--- src/design/ptlb_fifo.sv ---
// Two-entry request queue between the front and back parts.
// Depends on nothing but its width parameter.
module ptlb_fifo #(
    parameter int W = 8
) (
    input  logic         i_clk,
    input  logic         i_rst_n,
    input  logic         i_push,
    input  logic [W-1:0] i_data,
    output logic         o_full,
    input  logic         i_pop,
    output logic         o_valid,
    output logic [W-1:0] o_data
);

    logic [W-1:0] r_mem [2];
    logic         r_wp;
    logic         r_rp;
    logic [1:0]   r_cnt;

    always_ff @(posedge i_clk) begin
        if (!i_rst_n) begin
            r_wp  <= 1'b0;
            r_rp  <= 1'b0;
            r_cnt <= 2'd0;
        end else begin
            if (i_push) begin
                r_wp <= ~r_wp;
            end
            if (i_pop) begin
                r_rp <= ~r_rp;
            end
            if (i_push && !i_pop) begin
                r_cnt <= r_cnt + 2'd1;
            end else if (!i_push && i_pop) begin
                r_cnt <= r_cnt - 2'd1;
            end
        end
    end

    always_ff @(posedge i_clk) begin
        if (i_push) begin
            r_mem[r_wp] <= i_data;
        end
    end

    assign o_full  = (r_cnt == 2'd2);
    assign o_valid = (r_cnt != 2'd0);
    assign o_data  = r_mem[r_rp];

endmodule

--- config.mk ---
export PLATFORM = sky130hd
export DESIGN_NAME = ptlb_fifo
export DESIGN_NICKNAME = d
export VERILOG_FILES = /design/src/design/ptlb_fifo.sv
export SDC_FILE = /design/constraint.sdc
export NUM_CORES = 1
export LEC_CHECK = 0
export BUFFER_PORTS_ARGS = -buffer_cell sky130_fd_sc_hd__buf_2
export CORE_ASPECT_RATIO = 0.6
export CORE_MARGIN = 2
export CORE_UTILIZATION = 34
export CTS_CLUSTER_SIZE = 30
export DETAILED_ROUTE_END_ITERATION = 8
export PLACE_DENSITY = 0.55
export SLEW_MARGIN = 20
export SYNTH_ARGS = -nofsm -noshare
export SYNTH_HDL_FRONTEND = slang
export SYNTH_SLANG_ARGS = --single-unit
export TNS_END_PERCENT = 50
--- constraint.sdc ---
create_clock -name i_clk -period 2.19 [get_ports i_clk]
set_clock_uncertainty 0.1 [all_clocks]
set_input_delay 0.657 -clock i_clk [delete_from_list [all_inputs] [get_ports i_clk]]
set_output_delay 0.657 -clock i_clk [all_outputs]
set_load 0.1 [all_outputs]
==> results by group <==
Critical path
  • CP endpoint kind: output port
  • Critical Path Fanout Max: 8
  • Element type at the critical path start: flop
  • WP data required: 1.43 ns
  • Worst setup path category: flop to output port
  • Worst Path Arrival: 1.36 ns

Global route
  • First-pass GRT wire length: 1925 um
  • Total GRT Usage: around a tenth
  • Total grt overflow: 0
  • Vias in the first global route: approximately 400
  • Largest net degree at the start of global routing: 13
  • Initial antenna violation count: 0

Synthesis
  • Largest family of logic cells by synthesized area: multiplexers
  • Mapped Cells: 47
  • Fraction of the mapped netlist area in adder cells: under 10%
  • Synth Area in Compound Gates: 2.512%
  • YS warnings: 0
  • Simple-Gate Fraction of Synth Area: around 7.4%
  • Synthesized area per cell: 16.96 um^2
  • Yosys cell types: 16
  • Synthesized flop and latch total: 21
  • Syn Nets: 60
  • Mux share of post-synthesis cell area: 11.30%
  • XOR/XNOR share of the synthesized area: under 10%
  • Seq/Total Area, Yosys: between 70% and 80%
  • Mapped Area: around 800 um^2

CTS
  • Worst-path clk slew: 0.07 ns
  • Deepest clock path buffer count: 2
  • # H-tree levels: 1
  • CTS tree: done
  • Num CTS Buffers: 3
  • Clock sink count: 21
  • Postcts setup bufs: 0
  • Clock root buffer: clkbuf_8
  • Clock latency on the worst-skew pair: about 0.25 ns

Cells and area
  • Diode count: 0
  • Most frequent cells in the layout: 21 x buf_2, 16 x edfxtp_1, 8 x mux2_2, 4 x and2_1, 4 x dfxtp_1
  • Fin cells: 102
  • Fillcell total: approximately 220
  • Post-route cell area: ~990 um^2
  • Share of post-route cells with drive strength above 1: approximately 51%
  • # nets final: 86
  • Syn-to-layout area delta: 24.18%
  • Most common cell after layout, fill and taps aside: buf_2

Die
  • DIE AREA: between 2000 and 3000 um^2
  • Die Ht: about 42 um
  • Initial Util: a little over a third
  • Row count: 13
  • I/O pin count: 22
  • Core footprint: about 2200 um^2
  • Chip width: between 60 and 70 um

Placement
  • Post-DP Area: around 940 um^2
  • GP Congestion: around 0.65
  • Dpl cells: 98
  • Port Buffers: 21

STA
  • Crit share post-route: slightly below 100%
  • Max Freq: approximately 470 MHz
  • RSZ-0062 raised after global routing: no
  • Final TNS setup: 0 ns
  • Max Slew Vio Count: 0
  • Setup-failing EPs final: 0
  • Tmin final: between 2 and 2.5 ns
  • Worst Tran Pin Value: a little under 0.5 ns
  • Relative slew slack: between 60% and 70%
  • Final hold violation count: 0

Routing
  • Initial drt markers: 25
  • Post-route ant nets: 0
  • Final wirelength: about 1200 um
  • First drt pass iteration count: 4
  • Vias: 448
  • Vias per cell: around 4.4
  • Per-cell routed wire length: between 10 and 15 um
  • DRC errors left: 0

Hold path
  • Hold Path Class: flop to flop

Power and ir drop
  • P per Cell Area: between 900 and 1000 nW/um^2
  • Tot Pwr: roughly 960 uW
  • Static Leakage: between 0.0003 and 0.0004 uW
  • VDD IR max: approximately 350 uV

Run
  • Max Cap Viol: 0

Run status
  • Status: finished clean
layer usage:
layer  track usage, %  up-vias  wire length [um]
met5                0        -                 0
met4            4.898        0                19
met3            4.336        2                76
met2            13.80       13               531
met1            13.01      212               565
li1                 -      221                 -
final cells by class:
cell class / instances / area, um^2 / share of cell area, %
clock buffer: 3 / 41.29 / 4.172
clock inverter: 1 / 5.005 / 0.5057
inverter: 1 / 3.754 / 0.3793
multi-input combinational: 24 / 207.7 / 20.99
sequential: 21 / 581.8 / 58.79
tap: 30 / 37.54 / 3.793
timing repair buffer: 22 / 112.6 / 11.38
synthesized netlist by cell type:
cell / n / area [um^2]
nor2b_1: 2 / 12.51
a21boi_1: 1 / 7.510
buf_2: 1 / 5.000
or2_2: 1 / 6.260
inv_1: 1 / 3.750
and2_1: 4 / 25.02
o21a_1: 1 / 7.510
dfxtp_1: 5 / 100.1
o21ai_0: 1 / 5.000
ha_1: 1 / 12.51
xnor2_1: 1 / 8.760
xor2_1: 2 / 17.52
or3_1: 1 / 6.260
edfxtp_1: 16 / 480.5
mux2_2: 8 / 90.09
and2b_2: 1 / 8.760
critical path, stage by stage, from the launching register on:
cell,delay [ns]
dfxtp_2,0.45
mux2_2,0.37
buf_2,0.29
what timing repair did:
action | CTS | global route
endpoints found under the setup margin | 8 | 0
resized for setup | 1 | 0
hold buffers | 0 | 0
kinds of logic (layout without fill, tap and decap cells):
kind of cell               count (synthesis)  count (layout)
xor gates and xnor gates                   3               3
adders and majority gates                  1               1
muxes                                      8               8
buffers and inverters                      2              27
DFF                                       21              21
and+or+nand+nor                            9               9
AOI/OAI and AO/OA                          3               3
power breakdown:
part	switching, uW	total, uW	internal (uW)
Combinational	198	256	58.2
Sequential	15.7	472	457
Clock	109	235	126
flip-flops by register name, summed over array words and instances, names as in the netlist, named ones only:
name and count:
r_wp 1, r_cnt 2, r_mem 16, r_rp 1
through the flow:
| stage | utilization [%] | hold WS (ns) | worst slack (ns) |
|---|---|---|---|
| final | 45.07 | 0.4250 | 0.07065 |
| after global routing | 45.07 | 0.4715 | 0.02495 |
| after CTS | 45.07 | 0.4290 | 0.06142 |
| after detailed placement | 42.91 | 0.4190 | 0.2236 |
| after global placement | 42.91 | 0.3996 | 0.2060 |
| after floorplan | - | 0.3611 | 0.4154 |
path summary, 6_finish.rpt:
kind / start / to / slack (ns) / depth (start not counted)
setup / recovery: flop / o_data[1] / 0.07 / 2
setup reg to reg: r_wp$_SDFFE_PN0P_ / r_mem[0][7]$_DFFE_PP_ / 0.98 / 2
hold reg to reg: r_cnt[1]$_SDFFE_PN0P_ / r_cnt[1]$_SDFFE_PN0P_ / 0.42 / 2
hold / removal: r_cnt[1]$_SDFFE_PN0P_ / r_cnt[1]$_SDFFE_PN0P_ / 0.42 / 2
Note: power is estimated with default switching activity, not from simulation.
