File: config.mk
export PLATFORM = sky130hd
export DESIGN_NAME = ptlb_front
export DESIGN_NICKNAME = d
export VERILOG_FILES = /design/src/design/ptlb_pkg.sv /design/src/design/ptlb_front.sv
export SDC_FILE = /design/constraint.sdc
export NUM_CORES = 1
export LEC_CHECK = 0
export ABC_AREA = 1
export BUFFER_PORTS_ARGS = -buffer_cell sky130_fd_sc_hd__clkbuf_2
export CAP_MARGIN = 25
export CORE_ASPECT_RATIO = 1.1
export CORE_MARGIN = 8
export CORE_UTILIZATION = 43
export CTS_BUF_LIST = sky130_fd_sc_hd__clkbuf_16
export CTS_CLUSTER_SIZE = 40
export DETAILED_ROUTE_END_ITERATION = 6
export HOLD_SLACK_MARGIN = 0.1
export PLACE_DENSITY = 0.83
export REMOVE_ABC_BUFFERS = 1
export SLEW_MARGIN = 40
export SYNTH_ARGS = -nofsm -noshare
export SYNTH_HDL_FRONTEND = slang
export SYNTH_SLANG_ARGS = --single-unit
File: constraint.sdc
create_clock -name i_clk -period 6 [get_ports i_clk]
set_clock_uncertainty 0.05 [all_clocks]
set_input_delay 0.9 -clock i_clk [delete_from_list [all_inputs] [get_ports i_clk]]
set_output_delay 0.9 -clock i_clk [all_outputs]
set_load 0.01 [all_outputs]
File: src/design/ptlb_pkg.sv
// Shared types and constants for the page translation unit.
// No dependencies; the front, back, top-level and check files import this package.
package ptlb_pkg;

    localparam int PAGE_BITS_DEF  = 12;
    localparam int VADDR_BITS_DEF = 32;
    localparam int TLB_SETS_DEF   = 64;

    localparam int KIND_W  = 2;
    localparam int ADDR_W  = 32;
    localparam int FRAME_W = 20;
    localparam int OFF_W   = 12;
    localparam int CNT_W   = 32;

    typedef enum logic [KIND_W-1:0] {
        KIND_XLATE = 2'd0,
        KIND_MAP   = 2'd1,
        KIND_UNMAP = 2'd2,
        KIND_NONE  = 2'd3
    } t_kind;

    typedef enum logic [1:0] {
        BS_CLEAR,
        BS_IDLE,
        BS_EXEC
    } t_bstate;

    typedef struct packed {
        logic [KIND_W-1:0]  kind;
        logic [ADDR_W-1:0]  vaddr;
        logic [FRAME_W-1:0] frame;
    } t_req;

    typedef struct packed {
        logic [FRAME_W-1:0] phys_page;
        logic [OFF_W-1:0]   page_offset;
        logic               tlb_hit;
        logic               fault;
        logic               changed;
        logic [CNT_W-1:0]   lookup_count;
        logic [CNT_W-1:0]   miss_count;
    } t_rsp;

endpackage

File: src/design/ptlb_front.sv
// Front part: accepts requests, extracts page number and offset and works out
// the TLB set with a reciprocal multiply. Depends on ptlb_pkg.
module ptlb_front import ptlb_pkg::*; #(
    parameter int PAGE_BITS  = PAGE_BITS_DEF,
    parameter int VADDR_BITS = VADDR_BITS_DEF,
    parameter int TLB_SETS   = TLB_SETS_DEF,
    parameter int VW         = 20,
    parameter int SW         = 6,
    parameter int QW         = 2 + 20 + 6 + 12 + 20
) (
    input  logic          i_clk,
    input  logic          i_rst_n,
    input  logic          i_req_valid,
    input  t_req          i_req,
    output logic          o_req_stall,
    input  logic          i_clearing,
    input  logic          i_full,
    output logic          o_push,
    output logic [QW-1:0] o_push_data
);

    localparam int L  = $clog2(TLB_SETS);
    localparam int SH = VW + L;
    localparam int MW = VW + 1;
    localparam int PW = VW + MW;
    localparam int RW = VW + SW + 1;
    localparam longint unsigned RECIP_L = (64'd1 << SH) / TLB_SETS;
    localparam logic [MW-1:0] RECIP = MW'(RECIP_L);
    localparam logic [ADDR_W-1:0] VA_MASK = ADDR_W'((64'd1 << VADDR_BITS) - 64'd1);
    localparam logic [OFF_W-1:0] OFF_MASK = OFF_W'((64'd1 << PAGE_BITS) - 64'd1);
    localparam logic [RW-1:0] SETS_R = RW'(TLB_SETS);

    logic              accept;
    logic [ADDR_W-1:0] va_m;
    logic [VW-1:0]     vpn_in;
    logic              r_a_valid;
    logic [KIND_W-1:0] r_a_kind;
    logic [VW-1:0]     r_a_vpn;
    logic [OFF_W-1:0]  r_a_off;
    logic [FRAME_W-1:0] r_a_frame;
    logic [PW-1:0]     r_a_prod;
    logic [VW-1:0]     quo;
    logic [RW-1:0]     rem;
    logic [RW-1:0]     rem_c;
    logic [SW-1:0]     set_idx;

    assign o_req_stall = i_clearing || (r_a_valid && i_full);
    assign accept      = i_req_valid && !o_req_stall;
    assign va_m        = i_req.vaddr & VA_MASK;
    assign vpn_in      = VW'(va_m >> PAGE_BITS);

    always_ff @(posedge i_clk) begin
        if (!i_rst_n) begin
            r_a_valid <= 1'b0;
        end else if (accept) begin
            r_a_valid <= 1'b1;
        end else if (o_push) begin
            r_a_valid <= 1'b0;
        end
    end

    always_ff @(posedge i_clk) begin
        if (accept) begin
            r_a_kind  <= i_req.kind;
            r_a_vpn   <= vpn_in;
            r_a_off   <= i_req.vaddr[OFF_W-1:0] & OFF_MASK;
            r_a_frame <= i_req.frame;
            r_a_prod  <= PW'(vpn_in) * PW'(RECIP);
        end
    end

    // The quotient estimate is at most one low, so one correction step suffices.
    always_comb begin
        quo   = VW'(r_a_prod >> SH);
        rem   = RW'(r_a_vpn) - RW'(quo) * SETS_R;
        rem_c = (rem >= SETS_R) ? (rem - SETS_R) : rem;
        set_idx = SW'(rem_c);
    end

    assign o_push      = r_a_valid && !i_full;
    assign o_push_data = {r_a_kind, r_a_vpn, set_idx, r_a_off, r_a_frame};

endmodule

==> results of run 1 <==
per-layer routing:
layer	vias up	global-route usage [%]	routed length, um
met2	81	20.4	2000
met3	3	7.36	478
met5	-	0	0
li1	505	-	-
met4	0	3.65	13
met1	489	11.9	1390
critical path, stage by stage:
cell and delay, ns:
clkbuf_2 0.10, nand2_2 0.07, nand2_2 0.09, clkbuf_2 0.14
cells in the mapped netlist, drive strengths merged:
cell,instances
buf,6
inv,4
nand2,3
edfxtp,54
nor2,2
o21ai,1
dfxtp,1
logic make-up after synthesis:
kind of cell           count (synthesis)
buffers and inverters                 10
AND/OR/NAND/NOR                        5
flip-flops                            55
AO/OA/AOI/OAI                          1
cell type report:
class                      instances  share of cell area [%]
timing repair buffer             121                    24.2
clock buffer                       5                    4.98
sequential                        55                    65.3
clock inverter                     3                   0.796
multi-input combinational          6                    1.59
inverter                           4                   0.597
tap                               52                    2.59
sequential cells by signal, indices dropped and copies added, names as in the netlist:
register / count
r_a_frame: 20
r_a_vpn: 20
r_a_off: 12
r_a_kind: 2
r_a_valid: 1
power breakdown:
part / leakage (uW) / internal, uW / total, uW / switching [uW]
clock: 0.0000674 / 154 / 274 / 120
sequential: 0.000513 / 442 / 446 / 4.43
combinational: 0.000540 / 25.3 / 54.8 / 29.5
total: 0.00112 / 621 / 775 / 154
cell usage in the layout (no fill, tap or decap), drive strengths merged:
master / n
o21ai: 1
buf: 1
dfxtp: 1
clkinvlp: 1
nor2: 2
clkinv: 2
nand2: 3
edfxtp: 54
inv: 4
clkbuf: 125
metrics by stage:
step | std cells | cell area, um2
4_1_cts | 246 | 2510
2_1_floorplan | 65 | 1690
6_report | 246 | 2510
5_1_grt | 246 | 2510
3_3_place_gp | 238 | 2370
3_5_place_dp | 238 | 2370
worst max-delay path by stage:
stage,start,end,slack [ns],depth (start not counted)
6_report,i_full,o_req_stall,3.76,4
3_5_place_dp,i_full,o_req_stall,3.76,4
3_3_place_gp,i_full,o_req_stall,3.77,4
5_1_grt,i_full,o_req_stall,3.71,4
2_1_floorplan,i_full,r_a_frame[0],2.17,3
4_1_cts,i_full,o_req_stall,3.75,4
==> impl_metrics.env, run 1 <==
export IMPL_ios=121
export IMPL_hp_start="r_a_valid"
export IMPL_post_synth_top_area_fraction_pct=93.5
export IMPL_vias=1078
export IMPL_min_path_cells=4
export IMPL_rsz0062_at_grt="false"
export IMPL_synth_distinct_cells=8
export IMPL_synth_compound_area_share_pct=0.505
export IMPL_r2r_slack_ns=4.49
export IMPL_die_x_um=76.6
export IMPL_h_tree_depth=2
export IMPL_place_worst_setup_slack_ns=3.76
export IMPL_power_uw=775
export IMPL_area_delta_synth_final_pct=45.0
export IMPL_synth_area_leaders="edfxtp_1 (94%), buf_4 (2.6%), dfxtp_1 (1.2%), inv_1 (0.87%), nand2_2 (0.72%)"
export IMPL_netlist_area_um2=1730
export IMPL_drv_slew=0
export IMPL_synth_xor_area_share_pct=0
export IMPL_min_period_ns=2.24
export IMPL_grt_pass1_wl_mm=5.78
export IMPL_syn_inst=71
export IMPL_antennaDiodeCount=0
export IMPL_cts_hold_buffers_added=0
export IMPL_drv_cap=0
export IMPL_synth_fa_ha_area_share_pct=0
export IMPL_fin_util_pct=63.9
export IMPL_clk_pin_slew_ns=0.07
export IMPL_start_kind="input port"
export IMPL_grt_max_degree=55
export IMPL_clk_path_buf_depth=2
export IMPL_multiInputGateArea_um2=40.0
export IMPL_ys_seq_elements=55
export IMPL_status="completed"
export IMPL_final_nets=252
export IMPL_yosysWarnings=0
export IMPL_max_freq_mhz=446
export IMPL_critical_path_class="input port to output port"
export IMPL_r2r_cells=4
export IMPL_io_buffers=120
export IMPL_die_height_um=82.6
export IMPL_synth_area_per_cell_um2=24.4
export IMPL_routed_wirelength_mm=3.88
export IMPL_vias_per_cell=4.38
export IMPL_grt_pass1_vias=1192
export IMPL_grt_overflow_total=0
export IMPL_min_to="r_a_valid"
export IMPL_start_util_pct=44.1
export IMPL_num_fill_cells=290
export IMPL_worst_slew_pin_slew_ns=0.641
export IMPL_clock_sinks=55
export IMPL_setup_viol=0
export IMPL_min_period_over_period_pct=37.4
export IMPL_gr_usage_all_layers_pct=11.9
export IMPL_synthSimpleGateAreaFrac_pct=1.37
export IMPL_synthMuxAreaShare_pct=0
export IMPL_holdWs_ns=0.520
export IMPL_max_slew_margin_pct=57.3
export IMPL_cts_tree="built"
export IMPL_peakVddDrop_mv=0.233
export IMPL_layout_drive_gt1_share_pct=68.0
export IMPL_root_buffer="clkbuf_16"
export IMPL_r2r_start="r_a_valid"
export IMPL_worstPathRequired_ns=5.05
export IMPL_seq_area_frac_synth_pct=94.7
export IMPL_clock_latency_ns=0.28
export IMPL_hold_class="flop to flop"
export IMPL_rr_endpoint="r_a_frame[15]"
export IMPL_cts_setup_buffers=0
export IMPL_gp_congestion=0.680
export IMPL_synth_largest_area_cell="edfxtp_1"
export IMPL_grt_antenna_before_repair=0
export IMPL_cts_buffers=5
export IMPL_fin_ws_ns=3.76
export IMPL_critPathMaxFanout=2
export IMPL_dieArea_um2=6320
export IMPL_first_pass_iters=4
export IMPL_core_rowCount=24
export IMPL_dr_first_iter_drc_count=94
export IMPL_cts_resized=0
export IMPL_final_setup_tns_ns=0
export IMPL_antenna_left=0
export IMPL_finalHoldViolCount=0
export IMPL_drt_wirelength_per_cell_um=15.8
export IMPL_synth_top_family_by_area="buffers and inverters"
export IMPL_endpoint_kind="output port"
export IMPL_power_density_nw_per_um2=308
export IMPL_core_area_um2=3930
export IMPL_drc_errors=0
export IMPL_seqCellArea_um2=1640
export IMPL_critPathArrivalTime_ns=1.29
export IMPL_p_leak_uw=0.00112
No activity file was read; power rests on OpenSTA's default activity.
==> inputs of run 2 (changes only) <==
--- a/config.mk
+++ b/config.mk
@@ -5,17 +5,17 @@
 export SDC_FILE = /design/constraint.sdc
 export NUM_CORES = 1
 export LEC_CHECK = 0
-export ABC_AREA = 1
+export ABC_AREA = 0
 export BUFFER_PORTS_ARGS = -buffer_cell sky130_fd_sc_hd__clkbuf_2
 export CAP_MARGIN = 25
 export CORE_ASPECT_RATIO = 1.1
 export CORE_MARGIN = 8
-export CORE_UTILIZATION = 43
+export CORE_UTILIZATION = 36
 export CTS_BUF_LIST = sky130_fd_sc_hd__clkbuf_16
 export CTS_CLUSTER_SIZE = 40
 export DETAILED_ROUTE_END_ITERATION = 6
 export HOLD_SLACK_MARGIN = 0.1
-export PLACE_DENSITY = 0.83
+export PLACE_DENSITY = 0.74
 export REMOVE_ABC_BUFFERS = 1
 export SLEW_MARGIN = 40
 export SYNTH_ARGS = -nofsm -noshare
==> constraint.sdc (replaced) <==
create_clock -name i_clk -period 1.98 [get_ports i_clk]
set_clock_uncertainty 0.05 [all_clocks]
set_input_delay 0.297 -clock i_clk [delete_from_list [all_inputs] [get_ports i_clk]]
set_output_delay 0.297 -clock i_clk [all_outputs]
set_load 0.01 [all_outputs]
==> run 2 against run 1 <==
Compared with the run above: largest power group unchanged; cell count is 0.41% higher; highest routed layer unchanged; synthesized area hardly changed; setup slack worse by 3.1 ns; global-route usage is 0.72 points lower; hold slack worse by 0.38 ns; utilization is 9.7 points lower.
==> impl_metrics.env, run 2 <==
export IMPL_cts_tree="built"
export IMPL_min_period_ns=1.32
export IMPL_layout_drive_gt1_share_pct=68.6
export IMPL_drt_wirelength_per_cell_um=16.6
export IMPL_synth_main_ff_cell="edfxtp_1"
export IMPL_synth_largest_area_cell="edfxtp_1"
export IMPL_drc_errors=0
export IMPL_routed_wirelength_mm=4.09
export IMPL_critPathArrivalTime_ns=0.98
export IMPL_status="completed"
export IMPL_grt_antenna_before_repair=0
export IMPL_gr_usage_all_layers_pct=11.1
export IMPL_clock_sinks=55
export IMPL_r2r_start="r_a_valid"
export IMPL_endpoint_kind="output port"
export IMPL_setup_viol=0
export IMPL_rr_endpoint="r_a_frame[2]"
export IMPL_cts_setup_buffers=0
export IMPL_cts_buffers=5
export IMPL_worst_slew_pin_slew_ns=0.387
export IMPL_yosys_cell_count_top_type="edfxtp_1"
export IMPL_antennaDiodeCount=0
export IMPL_layout_commonest_cell="clkbuf_2"
export IMPL_ys_seq_elements=55
export IMPL_clk_pin_slew_ns=0.06
export IMPL_worstPathRequired_ns=1.63
export IMPL_die_x_um=82.2
export IMPL_yosysWarnings=0
export IMPL_r2r_slack_ns=0.74
export IMPL_die_height_um=88.8
export IMPL_final_cell_mix="clkbuf_2 (120), edfxtp_1 (54), clkbuf_16 (5)"
export IMPL_hp_start="i_req[15]"
export IMPL_syn_inst=67
export IMPL_critPathMaxFanout=3
export IMPL_hold_class="input port to flop"
export IMPL_post_synth_top_area_fraction_pct=93.6
export IMPL_grt_pass1_vias=1160
export IMPL_grt_overflow_total=0
export IMPL_dr_first_iter_drc_count=33
export IMPL_largestRegisters="r_a_frame: 20 flops, r_a_vpn: 20 flops, r_a_off: 12 flops"
export IMPL_rsz0062_at_grt="false"
export IMPL_clock_latency_ns=0.28
export IMPL_start_kind="flop"
export IMPL_min_path_cells=1
export IMPL_max_slew_margin_pct=74.2
export IMPL_power_density_nw_per_um2=919
export IMPL_grt_max_degree=32
export IMPL_seq_area_frac_synth_pct=94.7
export IMPL_drv_slew=0
export IMPL_min_to="r_a_frame[15]"
export IMPL_finalHoldViolCount=0
export IMPL_place_worst_setup_slack_ns=0.541
export IMPL_synth_compound_area_share_pct=0.939
export IMPL_root_buffer="clkbuf_16"
export IMPL_num_fill_cells=393
export IMPL_netlist_area_um2=1730
export IMPL_synthMuxAreaShare_pct=0
export IMPL_cp_slowest_cell="dfxtp_1"
export IMPL_synth_area_per_cell_um2=25.9
export IMPL_synthSimpleGateAreaFrac_pct=1.73
export IMPL_worst_path_buf_inv=1
export IMPL_synth_xor_area_share_pct=0
export IMPL_first_pass_iters=4
export IMPL_finalNonFillerCells=247
export IMPL_start_util_pct=37.3
export IMPL_cts_hold_buffers_added=0
export IMPL_drv_cap=0
export IMPL_ios=121
export IMPL_synth_area_leaders="edfxtp_1 (94%), buf_4 (2.6%), dfxtp_1 (1.2%), nand2b_4 (0.79%), a21boi_2 (0.65%)"
export IMPL_grt_pass1_wl_mm=5.77
export IMPL_r2r_cells=2
export IMPL_p_leak_uw=0.00112
export IMPL_area_delta_synth_final_pct=45.6
export IMPL_min_period_over_period_pct=66.8
export IMPL_core_area_um2=4650
export IMPL_holdWs_ns=0.137
export IMPL_synth_top_family_by_area="buffers and inverters"
export IMPL_synth_top_cells_by_count="edfxtp_1 (54), buf_4 (6)"
export IMPL_io_buffers=120
export IMPL_vias_per_cell=4.20
export IMPL_final_nets=249
export IMPL_dp_cells=239
export IMPL_synth_distinct_cells=9
export IMPL_crit_family="flip-flops"
export IMPL_h_tree_depth=2
export IMPL_dieArea_um2=7290
export IMPL_max_freq_mhz=756
export IMPL_fin_ws_ns=0.658
export IMPL_core_rowCount=26
export IMPL_slowest_delay_ns=0.38
export IMPL_vias=1038
export IMPL_critical_path_class="flop to output port"
export IMPL_cp_cell_sequence="nand2_1, nand2b_1, clkbuf_2"
export IMPL_antenna_left=0
export IMPL_cts_resized=0
export IMPL_peakVddDrop_mv=0.477
export IMPL_synth_async_sr_flop_share_pct=0
export IMPL_gp_congestion=0.714
export IMPL_synth_fa_ha_area_share_pct=0
export IMPL_synth_edf_count=54
export IMPL_clk_path_buf_depth=2
-- run 2: stage by stage --
step	area (um2)	utilization (%)	TNS, ns	power, uW
detailed placement	2380	51.3	0	1550
finish	2520	54.2	0	2320
global route	2520	54.2	0	2400
CTS	2520	54.2	0	2360
floorplan	1690	-	-87.79	1430
global placement	2380	51.3	0	1540
-- run 2: worst max-delay path by stage --
stage,cells past startpoint,startpoint,end
after floorplan,2,i_clearing,r_a_frame[0]
after global placement,4,i_clearing,r_a_vpn[4]
after detailed placement,4,i_clearing,r_a_frame[2]
after CTS,3,r_a_valid,o_req_stall
after global routing,2,r_a_valid,o_push
final,3,r_a_valid,o_req_stall
-- run 2: layer usage --
metal  track usage, %  wire length [um]
met3             7.22               593
met4             4.31                56
met2             19.8              2200
met1             9.65              1240
met5                0                 0
-- run 2: cell type report --
class	count	area, um2	area share [%]
Clock buffer	5	125	4.96
Clock inverter	3	12.5	0.496
Multi-Input combinational cell	6	57.6	2.28
Sequential cell	55	1640	65.1
Tap cell	56	70.1	2.78
Timing Repair Buffer	122	616	24.4
-- run 2: kinds of logic after synthesis --
logic type      after synthesis
compound gates                2
buf+inv                       6
flops                        55
simple gates                  4
-- run 2: power by group --
part,switching [uW],internal (uW)
sequential,14.3,1340
combinational,88.9,79.7
clock,339,457
total,442,1880
-- run 2: worst register-to-register path: stages, from the launching register on --
cell and delay (ns):
dfxtp_1 0.34, a21oi_4 0.13, buf_4 0.37
